**src/rtl/ordered_value_list_macros.svh**
```systemverilog
// ----------------------------------------------------------------------------
// Ordered value list assertion macros
// Concurrent checks that compile to nothing when NO_ASSERTIONS is set.
// ----------------------------------------------------------------------------
`ifndef ORDERED_VALUE_LIST_MACROS_SVH
`define ORDERED_VALUE_LIST_MACROS_SVH

`ifndef NO_ASSERTIONS
// same-cycle implication
`define OVL_ASSERT_SAME(name, pre, post) \
   name: assert property (@(posedge clock) disable iff (reset) (pre) |-> (post)) \
      else $error("ordered_value_list: same-cycle check failed");
// next-cycle implication
`define OVL_ASSERT_NEXT(name, pre, post) \
   name: assert property (@(posedge clock) disable iff (reset) (pre) |=> (post)) \
      else $error("ordered_value_list: next-cycle check failed");
`else
`define OVL_ASSERT_SAME(name, pre, post)
`define OVL_ASSERT_NEXT(name, pre, post)
`endif

`endif

```
**src/rtl/ovl_pkg.sv**
```systemverilog
// ----------------------------------------------------------------------------
// Ordered value list package
// Command and status codes, and the control/status bundles between the
// controller and the datapath.
// ----------------------------------------------------------------------------
package ovl_pkg;

   localparam logic [2:0] ACT_INSERT = 3'd0;
   localparam logic [2:0] ACT_SEARCH = 3'd1;
   localparam logic [2:0] ACT_MODIFY = 3'd2;
   localparam logic [2:0] ACT_DELETE = 3'd3;
   localparam logic [2:0] ACT_DUMP   = 3'd4;

   localparam logic [1:0] STAT_OK       = 2'd0;
   localparam logic [1:0] STAT_NOTFOUND = 2'd1;
   localparam logic [1:0] STAT_EMPTY    = 2'd2;
   localparam logic [1:0] STAT_FULL     = 2'd3;

   // most results one dump may give
   localparam int MAX_RESULTS = 16;

   typedef struct packed {
      logic       load;
      logic       idx_clr;
      logic       idx_from_match;
      logic       rd_issue;
      logic       wr_insert;
      logic       wr_modify;
      logic       wr_shift;
      logic       cnt_inc;
      logic       cnt_dec;
      logic       pend_load;
      logic [1:0] pend_status;
      logic       pend_match;
      logic       out_pend;
      logic       out_dump;
   } ovl_cmd_type;

   typedef struct packed {
      logic [2:0] action;
      logic       empty;
      logic       full;
      logic       can_issue;
      logic       dump_more;
      logic       rd_vld;
      logic       match;
      logic       pend_ok;
      logic       out_free;
   } ovl_stat_type;

endpackage

```
**src/rtl/ovl_datapath.sv**
```systemverilog
// ----------------------------------------------------------------------------
// Ordered value list datapath
// Entry memory, fill count, walk index, pending result and output register.
// ----------------------------------------------------------------------------
module ovl_datapath #(
   parameter int CAPACITY = 16
) (
   input  logic                 clock,
   input  logic                 reset,
   input  ovl_pkg::ovl_cmd_type cmd,
   output ovl_pkg::ovl_stat_type stat,
   input  logic [2:0]           req_action,
   input  logic signed [31:0]   req_key_value,
   input  logic signed [31:0]   req_replacement,
   output logic                 rsp_valid,
   input  logic                 rsp_stall,
   output logic [1:0]           rsp_status,
   output logic signed [31:0]   rsp_element,
   output logic [3:0]           rsp_position,
   output logic                 rsp_last
);

   localparam int AW = (CAPACITY > 1) ? $clog2(CAPACITY) : 1;
   localparam int CW = $clog2(CAPACITY + 1);
   localparam int DumpLim = (CAPACITY < ovl_pkg::MAX_RESULTS) ? CAPACITY
                                                               : ovl_pkg::MAX_RESULTS;

   logic signed [31:0] mem [CAPACITY];

   logic [2:0]         action_ff;
   logic signed [31:0] key_ff;
   logic signed [31:0] repl_ff;
   logic [CW-1:0]      count_ff, count_in;
   logic [CW-1:0]      idx_ff, idx_in;
   logic signed [31:0] rd_data_ff;
   logic [AW-1:0]      rd_pos_ff;
   logic               rd_vld_ff;
   logic [1:0]         pend_status_ff;
   logic signed [31:0] pend_element_ff;
   logic [3:0]         pend_pos_ff;
   logic               rsp_valid_ff, rsp_valid_in;
   logic [1:0]         rsp_status_ff;
   logic signed [31:0] rsp_element_ff;
   logic [3:0]         rsp_position_ff;
   logic               rsp_last_ff;

   logic               wr_en;
   logic [AW-1:0]      wr_addr;
   logic signed [31:0] wr_data;
   logic               out_free;
   logic               dump_more;

   assign out_free  = !rsp_valid_ff || !rsp_stall;
   assign dump_more = (idx_ff < count_ff) && (idx_ff < CW'(DumpLim));

   always_comb begin
      stat           = '0;
      stat.action    = action_ff;
      stat.empty     = (count_ff == '0);
      stat.full      = (count_ff == CW'(CAPACITY));
      stat.can_issue = (idx_ff < count_ff);
      stat.dump_more = dump_more;
      stat.rd_vld    = rd_vld_ff;
      stat.match     = rd_vld_ff && (rd_data_ff == key_ff);
      stat.pend_ok   = (pend_status_ff == ovl_pkg::STAT_OK);
      stat.out_free  = out_free;
   end

   // memory write port
   always_comb begin
      wr_en   = 1'b0;
      wr_addr = rd_pos_ff;
      wr_data = rd_data_ff;
      if (cmd.wr_insert) begin
         wr_en   = 1'b1;
         wr_addr = count_ff[AW-1:0];
         wr_data = key_ff;
      end else if (cmd.wr_modify) begin
         wr_en   = 1'b1;
         wr_addr = rd_pos_ff;
         wr_data = repl_ff;
      end else if (cmd.wr_shift) begin
         // move the entry just read one place toward the head
         wr_en   = 1'b1;
         wr_addr = rd_pos_ff - AW'(1);
         wr_data = rd_data_ff;
      end
   end

   always_ff @(posedge clock) begin
      if (wr_en) begin
         mem[wr_addr] <= wr_data;
      end
      if (cmd.rd_issue) begin
         rd_data_ff <= mem[idx_ff[AW-1:0]];
         rd_pos_ff  <= idx_ff[AW-1:0];
      end
   end

   always_comb begin
      idx_in = idx_ff;
      if (cmd.idx_clr) begin
         idx_in = '0;
      end else if (cmd.idx_from_match) begin
         idx_in = CW'(rd_pos_ff) + CW'(1);
      end else if (cmd.rd_issue) begin
         idx_in = idx_ff + CW'(1);
      end
   end

   always_comb begin
      count_in = count_ff;
      if (cmd.cnt_inc) begin
         count_in = count_ff + CW'(1);
      end else if (cmd.cnt_dec) begin
         count_in = count_ff - CW'(1);
      end
   end

   always_comb begin
      rsp_valid_in = rsp_valid_ff && rsp_stall;
      if (cmd.out_pend || cmd.out_dump) begin
         rsp_valid_in = 1'b1;
      end
   end

   always_ff @(posedge clock) begin
      if (reset) begin
         count_ff     <= '0;
         rd_vld_ff    <= 1'b0;
         rsp_valid_ff <= 1'b0;
      end else begin
         count_ff     <= count_in;
         rd_vld_ff    <= cmd.rd_issue;
         rsp_valid_ff <= rsp_valid_in;
      end
   end

   always_ff @(posedge clock) begin
      idx_ff <= idx_in;
      if (cmd.load) begin
         action_ff <= req_action;
         key_ff    <= req_key_value;
         repl_ff   <= req_replacement;
      end
      if (cmd.pend_load) begin
         pend_status_ff  <= cmd.pend_status;
         pend_element_ff <= cmd.pend_match ? rd_data_ff : 32'sd0;
         pend_pos_ff     <= cmd.pend_match ? 4'(rd_pos_ff) : 4'd0;
      end
      if (cmd.out_pend) begin
         rsp_status_ff   <= pend_status_ff;
         rsp_element_ff  <= pend_element_ff;
         rsp_position_ff <= pend_pos_ff;
         rsp_last_ff     <= 1'b1;
      end else if (cmd.out_dump) begin
         rsp_status_ff   <= ovl_pkg::STAT_OK;
         rsp_element_ff  <= rd_data_ff;
         rsp_position_ff <= 4'(rd_pos_ff);
         rsp_last_ff     <= !dump_more;
      end
   end

   assign rsp_valid    = rsp_valid_ff;
   assign rsp_status   = rsp_status_ff;
   assign rsp_element  = rsp_element_ff;
   assign rsp_position = rsp_position_ff;
   assign rsp_last     = rsp_last_ff;

endmodule

```
**src/rtl/ovl_ctrl.sv**
```systemverilog
// ----------------------------------------------------------------------------
// Ordered value list controller
// Sequences each command over the datapath: decode, scan, shift, dump, emit.
// ----------------------------------------------------------------------------
module ovl_ctrl (
   input  logic                  clock,
   input  logic                  reset,
   input  logic                  req_valid,
   output logic                  req_stall,
   input  ovl_pkg::ovl_stat_type stat,
   output ovl_pkg::ovl_cmd_type  cmd
);

   typedef enum logic [6:0] {
      ST_IDLE     = 7'b0000001,
      ST_DECODE   = 7'b0000010,
      ST_SCAN     = 7'b0000100,
      ST_EMIT     = 7'b0001000,
      ST_SHIFT    = 7'b0010000,
      ST_DUMP_RD  = 7'b0100000,
      ST_DUMP_OUT = 7'b1000000
   } ovl_state_type;

   ovl_state_type state_ff, state_in;

   assign req_stall = (state_ff != ST_IDLE);

   always_comb begin
      cmd      = '0;
      state_in = state_ff;
      case (state_ff)
         ST_IDLE: begin
            if (req_valid) begin
               cmd.load = 1'b1;
               state_in = ST_DECODE;
            end
         end
         ST_DECODE: begin
            case (stat.action) inside
               ovl_pkg::ACT_INSERT: begin
                  cmd.pend_load = 1'b1;
                  if (stat.full) begin
                     cmd.pend_status = ovl_pkg::STAT_FULL;
                  end else begin
                     cmd.wr_insert   = 1'b1;
                     cmd.cnt_inc     = 1'b1;
                     cmd.pend_status = ovl_pkg::STAT_OK;
                  end
                  state_in = ST_EMIT;
               end
               ovl_pkg::ACT_SEARCH, ovl_pkg::ACT_MODIFY, ovl_pkg::ACT_DELETE: begin
                  if (stat.empty) begin
                     cmd.pend_load   = 1'b1;
                     cmd.pend_status = ovl_pkg::STAT_EMPTY;
                     state_in        = ST_EMIT;
                  end else begin
                     cmd.idx_clr = 1'b1;
                     state_in    = ST_SCAN;
                  end
               end
               ovl_pkg::ACT_DUMP: begin
                  if (stat.empty) begin
                     cmd.pend_load   = 1'b1;
                     cmd.pend_status = ovl_pkg::STAT_EMPTY;
                     state_in        = ST_EMIT;
                  end else begin
                     cmd.idx_clr = 1'b1;
                     state_in    = ST_DUMP_RD;
                  end
               end
               default: begin
                  // drop unknown commands without a result
                  state_in = ST_IDLE;
               end
            endcase
         end
         ST_SCAN: begin
            if (stat.match) begin
               cmd.pend_load   = 1'b1;
               cmd.pend_status = ovl_pkg::STAT_OK;
               cmd.pend_match  = 1'b1;
               if (stat.action == ovl_pkg::ACT_MODIFY) begin
                  cmd.wr_modify = 1'b1;
               end
               if (stat.action == ovl_pkg::ACT_DELETE) begin
                  cmd.idx_from_match = 1'b1;
               end
               state_in = ST_EMIT;
            end else if (stat.can_issue) begin
               cmd.rd_issue = 1'b1;
            end else if (!stat.rd_vld) begin
               cmd.pend_load   = 1'b1;
               cmd.pend_status = ovl_pkg::STAT_NOTFOUND;
               state_in        = ST_EMIT;
            end
         end
         ST_EMIT: begin
            if (stat.out_free) begin
               cmd.out_pend = 1'b1;
               if (stat.action == ovl_pkg::ACT_DELETE && stat.pend_ok) begin
                  state_in = ST_SHIFT;
               end else begin
                  state_in = ST_IDLE;
               end
            end
         end
         ST_SHIFT: begin
            if (stat.rd_vld) begin
               cmd.wr_shift = 1'b1;
            end
            if (stat.can_issue) begin
               cmd.rd_issue = 1'b1;
            end else if (!stat.rd_vld) begin
               cmd.cnt_dec = 1'b1;
               state_in    = ST_IDLE;
            end
         end
         ST_DUMP_RD: begin
            cmd.rd_issue = 1'b1;
            state_in     = ST_DUMP_OUT;
         end
         ST_DUMP_OUT: begin
            // hold the read entry until the output slot frees up
            if (stat.out_free) begin
               cmd.out_dump = 1'b1;
               if (stat.dump_more) begin
                  cmd.rd_issue = 1'b1;
               end else begin
                  state_in = ST_IDLE;
               end
            end
         end
         default: begin
            state_in = ST_IDLE;
         end
      endcase
   end

   always_ff @(posedge clock) begin
      if (reset) begin
         state_ff <= ST_IDLE;
      end else begin
         state_ff <= state_in;
      end
   end

endmodule

```
**src/rtl/ordered_value_list.sv**
```systemverilog
// ----------------------------------------------------------------------------
// Ordered value list
// Bounded list of signed 32-bit values kept in insertion order.
// ----------------------------------------------------------------------------
// Use: the req_ channel takes one command transaction (action, key_value,
// replacement) when req_valid is high and req_stall is low. Insert, search,
// modify and delete give one rsp_ transaction; dump gives one per element
// from the head (at most 16), with rsp_last on the final one.
// Insert, and any command on an empty list, go from decode straight to the
// result. Search, modify and delete walk the entry memory one entry a cycle
// from the head, stopping at the first match or after the last entry.
// Delete then closes the gap, moving each later entry one place toward the
// head. Dump gives one transaction a cycle while the receiver does not
// stall. A new command is taken once the previous one is done.
// Reset empties the list; the entry memory is not cleared.
// When the receiver stalls, the output register holds its transaction and
// the next result waits; no result is lost or repeated.
// ----------------------------------------------------------------------------
module ordered_value_list #(
   parameter int CAPACITY = 16
) (
   input  logic               clock,
   input  logic               reset,
   input  logic               req_valid,
   output logic               req_stall,
   input  logic [2:0]         req_action,
   input  logic signed [31:0] req_key_value,
   input  logic signed [31:0] req_replacement,
   output logic               rsp_valid,
   input  logic               rsp_stall,
   output logic [1:0]         rsp_status,
   output logic signed [31:0] rsp_element,
   output logic [3:0]         rsp_position,
   output logic               rsp_last
);

`include "ordered_value_list_macros.svh"

   ovl_pkg::ovl_cmd_type  cmd;
   ovl_pkg::ovl_stat_type stat;

   ovl_ctrl u_ctrl (
      .clock     (clock),
      .reset     (reset),
      .req_valid (req_valid),
      .req_stall (req_stall),
      .stat      (stat),
      .cmd       (cmd)
   );

   ovl_datapath #(
      .CAPACITY (CAPACITY)
   ) u_datapath (
      .clock           (clock),
      .reset           (reset),
      .cmd             (cmd),
      .stat            (stat),
      .req_action      (req_action),
      .req_key_value   (req_key_value),
      .req_replacement (req_replacement),
      .rsp_valid       (rsp_valid),
      .rsp_stall       (rsp_stall),
      .rsp_status      (rsp_status),
      .rsp_element     (rsp_element),
      .rsp_position    (rsp_position),
      .rsp_last        (rsp_last)
   );

   `OVL_ASSERT_NEXT(a_busy_after_accept, req_valid && !req_stall, req_stall)
   `OVL_ASSERT_SAME(a_push_needs_slot, cmd.out_pend || cmd.out_dump, stat.out_free)
   `OVL_ASSERT_SAME(a_one_writer, 1'b1, $onehot0({cmd.wr_insert, cmd.wr_modify, cmd.wr_shift}))
   `OVL_ASSERT_NEXT(a_rsp_after_push, cmd.out_pend || cmd.out_dump, rsp_valid)

endmodule

```
**config.mk**
```make
export PLATFORM = sky130hd
export DESIGN_NAME = ordered_value_list
export DESIGN_NICKNAME = d
export VERILOG_FILES = /design/src/rtl/ovl_pkg.sv /design/src/rtl/ovl_datapath.sv /design/src/rtl/ovl_ctrl.sv /design/src/rtl/ordered_value_list.sv
export VERILOG_INCLUDE_DIRS = /design/src /design/src/rtl
export SDC_FILE = /design/constraint.sdc
export NUM_CORES = 1
export LEC_CHECK = 0
export BUFFER_PORTS_ARGS = -buffer_cell sky130_fd_sc_hd__buf_4
export CAP_MARGIN = 30
export CORE_MARGIN = 3
export CORE_UTILIZATION = 40
export CTS_BUF_LIST = sky130_fd_sc_hd__clkbuf_16
export DETAILED_ROUTE_END_ITERATION = 10
export GPL_TIMING_DRIVEN = 1
export PLACE_DENSITY_LB_ADDON = 0.12
export SYNTH_ARGS = -nofsm -noshare
export SYNTH_HDL_FRONTEND = slang
export SYNTH_SLANG_ARGS = --single-unit
```
**constraint.sdc**
```tcl
create_clock -name clock -period 8.8 [get_ports clock]
set_clock_uncertainty 0.15 [all_clocks]
set_input_delay 1.76 -clock clock [delete_from_list [all_inputs] [get_ports clock]]
set_output_delay 1.76 -clock clock [all_outputs]
set_load 0.01 [all_outputs]
```
; Word level (Yosys, flattened, before mapping)
; Memories as Yosys holds them, arrays and structs flattened. A register that Yosys moved wholly into a read port is not among the register bits.
; Cells that the tools add are included.
[classes]
n_mux = 77
order_cmp = 2
n_reduce_logical = 17
n_eq_ne = 22
n_addsub = 5
[ops]
columns = cell, count
row1 = two-way mux 32 bit, 4
row2 = two-way mux 7 bit, 12
row3 = case mux 7 bit (7 select lines), 1
row4 = two-way mux 1 bit, 36
row5 = equality test 32 bit, 1
row6 = two-way mux 5 bit, 5
row7 = two-way mux 4 bit, 6
row8 = two-way mux 3 bit, 7
row9 = "adder 5 x 1 -> 5 bit, second input constant", 2
row10 = "!= test 2 bit, second input constant", 4
row11 = AND reduction 8 bit, 1
row12 = "equality test 7 x 1 -> 1 bit, second input constant", 1
row13 = "equality test 7 x 2 -> 1 bit, second input constant", 1
row14 = "equality test 7 x 3 -> 1 bit, second input constant", 1
row15 = "equality test 7 x 4 -> 1 bit, second input constant", 1
row16 = "equality test 7 x 5 -> 1 bit, second input constant", 1
row17 = "equality test 7 x 6 -> 1 bit, second input constant", 1
row18 = "equality test 7 bit, second input constant", 1
row19 = "!= test 7 x 1 -> 1 bit, second input constant", 1
row20 = "equality test 3 x 2 -> 1 bit, second input constant", 2
row21 = two-way mux 2 bit, 3
row22 = two-way mux 6 bit, 1
row23 = "!= test 3 bit, second input constant", 2
row24 = case mux 3 bit (2 select lines), 1
row25 = other kinds (18), 27
[word_totals]
ram_bits = 512
ff_bits = 167
inputBits = 71
n_memories = 1
output_inout_bits = 41
[memory_table]
columns = memory, depth, width, read_ports, rd_ports_with_merged_regs, wr, line_no
row1 = u_datapath.mem, 16, 32, 1, 1, 1, ovl_datapath.sv:28  ; logic signed [31:0] mem [CAPACITY];

; Depth between registers and ports, before layout
; Gate-level depths: netlist of the first run.
[depth]
depth_word = 8
ltp_mapped = 13

; By module
; A second synthesis of the first run with hierarchy kept.
[hier_totals]
cells_unflattened = 1371
area_unflattened_um2 = 28004.4
[modules_own_cells]
columns = mod, n_inst, cells_per_inst, seq_area_each_um2, area_each_um2
row1 = ovl_datapath, 1, 1278, 21010.2, 27347.5
row2 = ovl_ctrl, 1, 93, 140.1, 656.9

; Worst setup path after synthesis of the first run
; Ideal clock, no wire load.
[synth_timing]
kind = input to register
start = input req_valid
end = register u_datapath.action_ff[0] (enable)
setup_ps = 493
t_arrival_ps = 4577
n_path_buf = 0
required_time_ps = 8157
setup_slack_ps = 3580
path_stages = 2
path_cell_list = inv_1 nor2_1
[synth_rtl]
columns = element, line_no
row1 = "start, declared", ordered_value_list.sv:24  ; input logic req_valid,
row2 = "end signal, assigned", ovl_datapath.sv:142  ; action_ff <= req_action;
row3 = "end, declared", ovl_datapath.sv:30  ; logic [2:0] action_ff;

; Final worst setup path of the first run
[layout_timing]
start = register u_datapath.rd_data_ff[28], read port of u_datapath.mem
end = memory u_datapath.mem[6][26] (enable)
[layout_between]
elab_chain_len = 8
word_cells_on_any_way = 10
cone_classes = eq/ne (1) / mux (8) / reduce/logical (1)
[layout_rtl]
columns = element, line_no
row1 = "start, declared", ovl_datapath.sv:35  ; logic signed [31:0] rd_data_ff;
row2 = equality test 32 bit *, ovl_datapath.sv:64  ; stat.match = rd_vld_ff && (rd_data_ff == key_ff);
row3 = logical AND 1 bit *, ovl_datapath.sv:64
row4 = two-way mux 1 bit *, ovl_ctrl.sv:78  ; if (stat.match) begin
row5 = two-way mux 1 bit *, ovl_ctrl.sv:31  ; case (state_ff)
row6 = two-way mux 1 bit, ovl_datapath.sv:78  ; end else if (cmd.wr_modify) begin
row7 = two-way mux 1 bit, ovl_datapath.sv:74  ; if (cmd.wr_insert) begin
row8 = two-way mux 1 bit, ovl_datapath.sv:91  ; if (wr_en) begin
row9 = two-way mux 1 bit (not written as such), ovl_datapath.sv:92  ; mem[wr_addr] <= wr_data;
row10 = "end, declared", ovl_datapath.sv:28
; Every way passes the cells marked *; elsewhere a longest branch is shown, timed or not.

==> flow_summary_export.csv, run 1 <==
group,metric,value,unit
sta,hold_viol_final,0,
route,wl,73.3,mm
cts,numCtsBuffers,78,
grt,grt_max_degree,58,
grt,grt_pass1_wl,105,mm
power,p_switching,0.00167,W
synth,netlist_instances,1377,
synth,synth_top_area_share,74.2,%
route,drt-wirelength-per-cell,28.5,µm
finish,final_common_cell,"edfxtp_1",
hold_path,hold_class,"register to register",
synth,async_flop_share,0,%
synth,synth_ff_type,"edfxtp_1",
route,drc,0,
synth,synth_seq_cells,711,
sta,timing.final.crit_share,54.9,%
floorplanning,num_rows,96,
route,via_count,14316,
grt,gr-total-overflow,0,
worst_setup_path,crit_type,"register to register",
synth,muxShareOfSynthArea,15.6,%
synth,synth_top_area_cell,"edfxtp_1",
sta,max_freq,207,MHz
finish,nNetsFinal,1655,
floorplanning,start_util,40.6,%
sta,rsz0062_at_grt,"false",
finish,fillers,5730,
floorplanning,core,0.0689,mm²
cts,clock-sinks,711,
worst_setup_path,reg2reg_depth,9,
grt,grt_pass1_vias,14277,
grt,track_usage,20.1,%
floorplanning,pin_count,112,
cts,clk_latency,0.63,ns
worst_setup_path,r2r_end,"u_datapath.mem[6][26]$_DFFE_PP_",
synth,syn_avg_cell_area,20.3,µm²
power,p_per_area,229,mW/mm²
cts,ctsResizeCount,0,
synth,synth_compound_area_share,1.99,%
synth,synthSimpleGateAreaFrac,3.85,%
outcome,status,"completed",
sta,tns,0,ns
grt,antenna_found_initial,10,
power,clkPwrFrac,42.4,%
synth,synth_xor_area_share,1.36,%
sta,relSlewSlack,34.5,%
finish,layout.cells.non_filler,2567,
synth,synth_warnings,0,
synth,synth-edff-count,691,
synth,synth_area_leaders,"edfxtp_1, mux4_2, mux2_2",
synth,synthDistinctLibCells,57,
worst_setup_path,path_max_fanout,21,
place,gp_congestion,0.810,
synth,synthAdderAreaFrac,0.474,%
worst_setup_path,crit_path_start_kind,"register",
sta,worst_pin_slew,0.983,ns
power,comb_power_share,7.6,%
cts,cts_tree,"built",
cts,cts_hold_buf,0,
worst_setup_path,crit_path_end,"u_datapath.mem[6][26]$_DFFE_PP_",
sta,period_minus_slack,4.83,ns
synth,synth_top_family_by_area,"multiplexers",
worst_setup_path,critical_path.endpoint_type,"register",
place,port_buffers,111,
place,dp_cells,2423,
worst_setup_path,cp-startpoint,"u_datapath.rd_data_ff[28]$_DFFE_PP_",
floorplanning,die_y,270,µm
worst_setup_path,regToRegSetupSlack,3.97,ns
route,firstDrtPassIters,5,
route,post_drt_via_cell_ratio,5.58,
power,sequentialPowerShare,50.1,%
finish,most-common-layout-cells,"edfxtp_1, buf_4, mux4_2",
cts,clkSlewWorstSetupHoldPaths,0.06,ns
power,ir_worst_vdd,0.131,mV
place,dp_hpwl,46.8,mm
sta,drv_slew,0,
worst_setup_path,required,8.97,ns
sta,finalSetupViolations,0,
power,netSwitchingFraction,21.9,%
worst_setup_path,cp.arrival,5.00,ns
cts,cts_root_buf,"clkbuf_16",
finish,area_growth,18.6,%
floorplanning,die_w,270,µm
floorplanning,fp.dieArea,0.0731,mm²
finish,drive_above_1_share,32.4,%
power,power_leakage,11.1,nW
cts,clk_path_buf_depth,3,
power,p_int,0.00594,W
synth,synth_seq_area_share,75.6,%
synth,syn_area,0.0280,mm²
cts,htreeDepth,3,
route,drt_iter0_drc,1688,
worst_setup_path,r2r-start,"u_datapath.rd_data_ff[28]$_DFFE_PP_",
cts,postCtsSetupRepairBufs,0,
run,cap_violations,0,
synth,syn_nets,1458,
route,drtAntennaViolNets,0,
cell families after synthesis:
logic type,count (synthesis)
fa+ha+maj,10
buf+inv,79
xor+xnor,41
compound gates,92
simple gates,213
flops,711
mux,231
Yosys cell counts (2+ instances only):
cell type	number
nand4_1	7
xnor2_2	3
a211oi_1	3
mux4_2	160
o21ai_1	2
nand3_1	11
nand4b_1	6
nor2_1	88
o221ai_1	2
nor3_1	5
ha_1	9
mux2_2	38
buf_2	3
buf_1	15
edfxtp_1	691
and2_1	33
o2111ai_1	2
clkbuf_1	42
nand2_1	30
a21o_1	9
o311a_1	2
a31oi_1	3
xor2_1	17
xnor2_1	21
a21oi_1	50
or4_1	2
dfxtp_1	20
mux2i_1	33
inv_1	18
nor4_1	11
o21ai_0	9
nand2b_1	7
stage by stage:
step	area [µm²]	util, %	setup WS [ns]	hold WS [ns]	power (W)
after detailed placement	30600	44.4	3.97	0.342	0.00447
final	33200	48.1	3.97	0.352	0.00761
after CTS	33100	48.1	3.94	0.355	0.00770
after floorplan	28000	-	3.58	0.256	0.00423
after global placement	30300	43.9	3.82	0.345	0.00445
after global routing	33200	48.1	3.79	0.391	0.00787
registers in the layout, indices dropped and copies added (netlist names), 3 cells and up:
name	cells
u_datapath.count_ff	5
u_datapath.idx_ff	5
u_ctrl.state_ff	7
u_datapath.rsp_element	32
u_datapath.key_ff	32
u_datapath.repl_ff	32
u_datapath.rd_pos_ff	4
u_datapath.action_ff	3
u_datapath.mem	512
u_datapath.rsp_position	4
u_datapath.rd_data_ff	32
u_datapath.pend_element_ff	32
u_datapath.pend_pos_ff	4
worst max-delay path: stages, from the launching register on:
cell and delay, ns:
edfxtp_1 0.44, xnor2_1 0.46, nand4_1 0.29, or4_4 0.59, nor4b_4 0.32, nand2_2 0.61, o221ai_1 0.47, nand2_1 0.35
nor2_4 0.61, buf_16 0.24
layer usage:
metal  track usage [%]  routed length [µm]
met2              28.4               31700
met5                 0                  26
met4              4.36                1280
met3              6.43                6850
met1              30.6               33400
layout make-up:
class | instances | area [µm²] | area share [%]
antenna | 1 | 2.50 | 0.00755
clock buffer | 79 | 1980 | 5.96
tap | 931 | 1160 | 3.51
clock inverter | 62 | 569 | 1.72
inverter | 18 | 67.6 | 0.204
multi-input combinational | 587 | 6690 | 20.2
sequential | 711 | 21200 | 63.8
timing repair buffer | 178 | 1530 | 4.62
how the worst min path moves through the flow:
stage	from	to	cells past startpoint
after floorplan	u_datapath.idx_ff[0]$_SDFFE_PP0P_	u_datapath.rd_pos_ff[0]$_DFFE_PP_	0
after global placement	u_datapath.rsp_last$_SDFFE_PP1P_	u_datapath.rsp_last$_SDFFE_PP1P_	2
after detailed placement	u_datapath.rsp_last$_SDFFE_PP1P_	u_datapath.rsp_last$_SDFFE_PP1P_	2
after CTS	u_datapath.rsp_last$_SDFFE_PP1P_	u_datapath.rsp_last$_SDFFE_PP1P_	2
after global routing	u_datapath.rsp_last$_SDFFE_PP1P_	u_datapath.rsp_last$_SDFFE_PP1P_	2
final	u_datapath.rsp_last$_SDFFE_PP1P_	u_datapath.rsp_last$_SDFFE_PP1P_	2
power groups by stage:
stage	Combinational (W)	Sequential [W]	Clock, W
5_1_grt	0.000613	0.00381	0.00344
4_1_cts	0.000588	0.00381	0.00330
6_report	0.000576	0.00381	0.00322
3_5_place_dp	0.000586	0.00388	0
2_1_floorplan	0.000381	0.00385	0
3_3_place_gp	0.000575	0.00388	0
No activity file was read; power rests on OpenSTA's default activity.
==> run 2, diff against run 1 <==
- clock period: 8.8 -> 4.4 ns (I/O delays scaled with it)
==> flow_summary_export.csv, run 2 (same netlist as run 1, synthesis figures left out) <==
group,metric,value,unit
outcome,status,"completed",
cts,clk_latency,0.62,ns
route,drt_iter0_drc,1390,
finish,final_common_cell,"edfxtp_1",
grt,grt_pass1_wl,104,mm
sta,tns,0,ns
floorplanning,fp.dieArea,0.0731,mm²
power,power_leakage,11.0,nW
floorplanning,die_w,270,µm
sta,rsz0062_at_grt,"false",
cts,clock-sinks,711,
route,drtAntennaViolNets,0,
sta,hold_viol_final,0,
finish,final_area,0.0330,mm²
worst_setup_path,cpPeakStageDelay,0.58,ns
worst_setup_path,r2r-start,"u_datapath.rd_data_ff[6]$_DFFE_PP_",
floorplanning,die_y,270,µm
finish,largest_reg_flops,512,
finish,fin_util,47.9,%
worst_setup_path,crit_type,"register to register",
power,p_switching,0.00322,W
cts,ctsResizeCount,0,
finish,top_register,"u_datapath.mem",
cts,clkSlewWorstSetupHoldPaths,0.06,ns
route,drc,0,
sta,period_minus_slack,3.86,ns
cts,cts_tree,"built",
worst_setup_path,regToRegSetupSlack,0.54,ns
floorplanning,num_rows,96,
place,gp_congestion,0.772,
cts,clk_path_buf_depth,3,
worst_setup_path,reg2reg_depth,10,
hold_path,hold_class,"primary input to register",
power,clkPwrFrac,40.6,%
sta,max_freq,259,MHz
worst_setup_path,critPathSlowestCell,"or4_4",
finish,drive_above_1_share,32.3,%
power,sequentialPowerShare,51.8,%
cts,cts_root_buf,"clkbuf_16",
floorplanning,pin_count,112,
finish,most-common-layout-cells,"edfxtp_1, buf_4, mux4_2",
floorplanning,start_util,40.6,%
sta,timing.final.crit_share,87.7,%
hold_path,hold_depth,1,
place,port_buffers,111,
route,via_count,14115,
hold_path,worstHoldStart,"req_replacement[7]",
worst_setup_path,cp_cell_sequence,"xnor2_1 -> nand4_1 -> or4_4 -> nor4b_4 -> nand2_2 -> buf_12 -> o221ai_1 -> nand2_1 -> nor2_4 -> buf_4",
route,firstDrtPassIters,5,
place,dp_cells,2433,
grt,gr-total-overflow,0,
cts,cts_hold_buf,0,
place,dp_hpwl,44.0,mm
route,drt-wirelength-per-cell,28.1,µm
power,p_per_area,444,mW/mm²
worst_setup_path,r2r_end,"u_datapath.mem[4][18]$_DFFE_PP_",
finish,layout.cells.non_filler,2575,
power,netSwitchingFraction,22.0,%
worst_setup_path,path_max_fanout,23,
sta,hold_slack,0.279,ns
worst_setup_path,cp.arrival,3.96,ns
sta,worst_pin_slew,0.980,ns
place,post_dp_cell_area,0.0307,mm²
worst_setup_path,crit_path_start_kind,"register",
grt,grt_pass1_vias,14277,
grt,track_usage,19.8,%
cts,htreeDepth,3,
finish,nNetsFinal,1670,
sta,relSlewSlack,34.6,%
finish,area_growth,18.1,%
sta,drv_slew,0,
power,ir_worst_vdd,0.266,mV
worst_setup_path,critical_path.endpoint_type,"register",
grt,grt_max_degree,75,
power,p_int,0.0114,W
power,comb_power_share,7.5,%
floorplanning,core,0.0689,mm²
run,cap_violations,0,
grt,antenna_found_initial,4,
worst_setup_path,required,4.50,ns
route,post_drt_via_cell_ratio,5.48,
route,wl,72.4,mm
sta,finalSetupViolations,0,
hold_path,hold_path_end,"u_datapath.repl_ff[7]$_DFFE_PP_",
cts,numCtsBuffers,76,
cts,postCtsSetupRepairBufs,0,
run 2: worst max-delay path by stage:
| stage | slack (ns) | to | startpoint | cells after the start |
|---|---|---|---|---|
| 5_1_grt | 0.35 | u_datapath.mem[4][18]$_DFFE_PP_ | u_datapath.rd_data_ff[6]$_DFFE_PP_ | 10 |
| 3_3_place_gp | 0.58 | u_datapath.mem[4][6]$_DFFE_PP_ | u_datapath.rd_data_ff[26]$_DFFE_PP_ | 10 |
| 4_1_cts | 0.51 | u_datapath.mem[0][4]$_DFFE_PP_ | u_datapath.rd_data_ff[6]$_DFFE_PP_ | 8 |
| 6_report | 0.54 | u_datapath.mem[4][18]$_DFFE_PP_ | u_datapath.rd_data_ff[6]$_DFFE_PP_ | 10 |
| 2_1_floorplan | 0.05 | u_datapath.action_ff[0]$_DFFE_PP_ | u_ctrl.state_ff[1]$_SDFFE_PP0P_ | 3 |
| 3_5_place_dp | 0.50 | u_datapath.mem[11][4]$_DFFE_PP_ | u_datapath.rd_data_ff[6]$_DFFE_PP_ | 8 |
run 2: stage by stage:
step                setup slack (ns)  total power [W]
finish                         0.540           0.0147
global route                   0.354           0.0152
CTS                            0.505           0.0149
detailed placement             0.502          0.00888
global placement               0.578          0.00888
floorplan                     0.0456          0.00847
run 2: layout make-up:
cell class                 instances  area (µm²)
multi-input combinational        587        6690
sequential                       711       21200
antenna                            1        2.50
tap                              931        1160
clock buffer                      78        1950
timing repair buffer             195        1660
clock inverter                    54         338
inverter                          18        67.6
fill                            5829       35900
run 2: layer usage:
metal	share of wire (%)	global-route usage, %
met2	46	30.1
met5	0	0
met1	45	29.2
met4	2.2	4.93
met3	6.5	4.50
run 2: worst max-delay path, delay by kind of cell (launching register included):
family / cells / cell delay [ns]
flip-flops: 1 / 0.44
AND/OR/NAND/NOR: 6 / 1.63
AO/OA/AOI/OAI: 1 / 0.22
XOR/XNOR: 1 / 0.39
buffers and inverters: 2 / 0.60
run 2: power by group through the flow:
| stage | Clock (W) | Combinational (W) | Sequential (W) |
|---|---|---|---|
| global route | 0.00639 | 0.00119 | 0.00761 |
| CTS | 0.00611 | 0.00114 | 0.00760 |
| global placement | 0 | 0.00113 | 0.00774 |
| floorplan | 0 | 0.000763 | 0.00770 |
| detailed placement | 0 | 0.00113 | 0.00774 |
| finish | 0.00596 | 0.00111 | 0.00760 |
==> run 3, diff against run 2 <==
- ABC_AREA: default -> 1
- CTS_BUF_LIST: sky130_fd_sc_hd__clkbuf_16 -> sky130_fd_sc_hd__clkbuf_8 sky130_fd_sc_hd__clkbuf_16
==> flow_summary_export.csv, run 3 <==
group,metric,value,unit
finish,most-common-layout-cells,"edfxtp_1, inv_1, nand2_1",
route,drt_iter0_drc,1419,
worst_setup_path,cp-startpoint,"u_ctrl.state_ff[4]$_SDFFE_PP0P_",
synth,synth_warnings,0,
cts,cts_root_buf,"clkbuf_16",
worst_setup_path,r2r-start,"u_ctrl.state_ff[4]$_SDFFE_PP0P_",
power,p_per_area,478,mW/mm²
synth,syn_avg_cell_area,12.9,µm²
synth,async_flop_share,0,%
cts,postCtsSetupRepairBufs,0,
sta,max_freq,281,MHz
floorplanning,pin_count,112,
synth,synth_seq_area_share,72.0,%
route,post_drt_via_cell_ratio,5.27,
outcome,status,"completed",
finish,nNetsFinal,2507,
sta,tns,0,ns
sta,finalSetupViolations,0,
worst_setup_path,critical_path.endpoint_type,"register",
sta,drv_slew,0,
finish,area_growth,16.8,%
hold_path,hold_class,"primary input to register",
power,power_leakage,12.2,nW
synth,synth_common_cells,"edfxtp_1, nand2_1, inv_1",
grt,grt_pass1_wl,116,mm
sta,period_minus_slack,3.56,ns
floorplanning,num_rows,98,
floorplanning,start_util,40.7,%
power,ir_worst_vdd,0.286,mV
floorplanning,die_y,277,µm
finish,fillers,6368,
place,gp_congestion,0.855,
finish,n_antenna_cell,0,
cts,clk_path_buf_depth,3,
worst_setup_path,r2r_end,"u_datapath.mem[8][5]$_DFFE_PP_",
synth,synth_ff_type,"edfxtp_1",
worst_setup_path,path_max_fanout,18,
finish,drive_above_1_share,14.2,%
finish,final_common_cell,"edfxtp_1",
grt,grt_max_degree,152,
cts,clock-sinks,711,
finish,fin_util,47.6,%
place,port_buffers,111,
floorplanning,core,0.0721,mm²
place,dp_hpwl,47.8,mm
worst_setup_path,reg2reg_depth,10,
worst_setup_path,regToRegSetupSlack,0.84,ns
place,dp_slack,0.851,ns
route,drtAntennaViolNets,0,
worst_setup_path,crit_type,"register to register",
worst_setup_path,crit_path_end,"u_datapath.mem[8][5]$_DFFE_PP_",
cts,cts_hold_buf,0,
route,drt-wirelength-per-cell,22.6,µm
sta,rsz0062_at_grt,"false",
worst_setup_path,required,4.57,ns
synth,yosysMostFrequentCell,"edfxtp_1",
synth,synth_top_area_cell,"edfxtp_1",
hold_path,hold_depth,1,
sta,hold_viol_final,0,
worst_setup_path,crit_path_start_kind,"register",
cts,clk_latency,0.62,ns
finish,largest_reg_flops,512,
synth,synth_area_leaders,"edfxtp_1, mux2i_1, o21ai_0",
synth,netlist_instances,2271,
route,firstDrtPassIters,5,
worst_setup_path,cp.arrival,3.73,ns
synth,syn_area,0.0294,mm²
synth,synthDistinctLibCells,37,
grt,gr-total-overflow,0,
sta,fin_ws,0.839,ns
synth,synth_top_area_share,70.7,%
cts,cts_tree,"built",
sta,relSlewSlack,36.2,%
synth,synth-edff-count,691,
cts,clkSlewWorstSetupHoldPaths,0.06,ns
run,cap_violations,0,
cts,htreeDepth,3,
floorplanning,die_w,277,µm
sta,timing.final.crit_share,80.9,%
finish,top_register,"u_datapath.mem",
route,wl,77.8,mm
route,drc,0,
route,via_count,18108,
cts,ctsResizeCount,0,
synth,synth_seq_cells,711,
grt,grt_pass1_vias,17659,
synth,syn_nets,2352,
sta,worst_pin_slew,0.955,ns
floorplanning,fp.dieArea,0.0767,mm²
power,p_total,0.0164,W
grt,track_usage,20.1,%
cts,numCtsBuffers,79,
grt,antenna_found_initial,5,
[run 3: changes by cell type after synthesis, moves of 14 or more]
cell / change
mux2_2: -38
mux4_2: -160
xnor2_1: -14
o211ai_1: +129
mux2i_1: +95
buf_2: +17
nand3_1: +88
o21ai_0: +197
nor2_1: +28
nand2_1: +217
inv_1: +222
clkbuf_1: +46
a21oi_1: +144
and2_1: -33
[run 3: where the power goes]
part / leakage, nW / internal, W / total [W] / switching, W
sequential: 6.38 / 0.00779 / 0.00797 / 0.000176
clock: 1.29 / 0.00363 / 0.00624 / 0.00261
combinational: 4.54 / 0.000667 / 0.00217 / 0.00151
[run 3: final cells by class]
cell class                      instances  area, µm²  area share [%]
Timing Repair Buffer                  193       1620            4.74
Clock buffer                           81       2030            5.91
Sequential cell                       711      21200            61.7
Clock inverter                         61        428            1.25
Tap cell                              950       1190            3.47
Inverter                              246        928            2.71
Multi-Input combinational cell       1195       6930            20.2
[run 3: worst max-delay path, cell delays in order, from the launching register on]
cell and delay [ns]:
dfxtp_1 0.34, nor2_2 0.16, nand2_2 0.10, inv_1 0.09, nand4_1 0.20, inv_2 0.18, nand3_1 0.25, o21ai_0 0.56
nand3_2 0.31, nor2_4 0.62, buf_12 0.27
[run 3: stage by stage]
| stage | cells | cell area, µm² | hold WS, ns |
|---|---|---|---|
| 3_3_place_gp | 3292 | 31800 | 0.309 |
| 3_5_place_dp | 3294 | 31800 | 0.322 |
| 5_1_grt | 3437 | 34300 | 0.253 |
| 2_1_floorplan | 2271 | 29400 | 0.253 |
| 4_1_cts | 3436 | 34300 | 0.248 |
| 6_report | 3437 | 34300 | 0.287 |
[run 3: worst min-delay path by stage]
stage	start	endpoint	slack (ns)
4_1_cts	req_replacement[13]	u_datapath.repl_ff[13]$_DFFE_PP_	0.25
3_3_place_gp	u_datapath.count_ff[4]$_SDFFE_PP0P_	u_datapath.count_ff[4]$_SDFFE_PP0P_	0.31
3_5_place_dp	u_datapath.count_ff[4]$_SDFFE_PP0P_	u_datapath.count_ff[4]$_SDFFE_PP0P_	0.32
2_1_floorplan	u_datapath.idx_ff[0]$_SDFFE_PP0P_	u_datapath.rd_pos_ff[0]$_DFFE_PP_	0.25
6_report	req_key_value[11]	u_datapath.key_ff[11]$_DFFE_PP_	0.29
5_1_grt	req_key_value[5]	u_datapath.key_ff[5]$_DFFE_PP_	0.25
[run 3: routing by layer]
metal | GRT usage (%) | share of wire [%]
met1 | 29.3 | 47
met2 | 31.6 | 46
met3 | 3.46 | 5.3
met4 | 4.92 | 2.0
met5 | 0 | 0.023
[run 3: logic make-up (layout without fill, tap and decap cells)]
| family | Yosys count | after routing | share of synthesized area [%] |
|---|---|---|---|
| multiplexers | 128 | 128 | 4.36 |
| buffers and inverters | 365 | 581 | 4.91 |
| flip-flops | 711 | 711 | 72.0 |
| adder cells (fa/ha/maj) | 10 | 10 | 0.452 |
| AO/OA/AOI/OAI | 543 | 543 | 10.5 |
| XOR/XNOR | 12 | 12 | 0.358 |
| AND/OR/NAND/NOR | 502 | 502 | 7.42 |
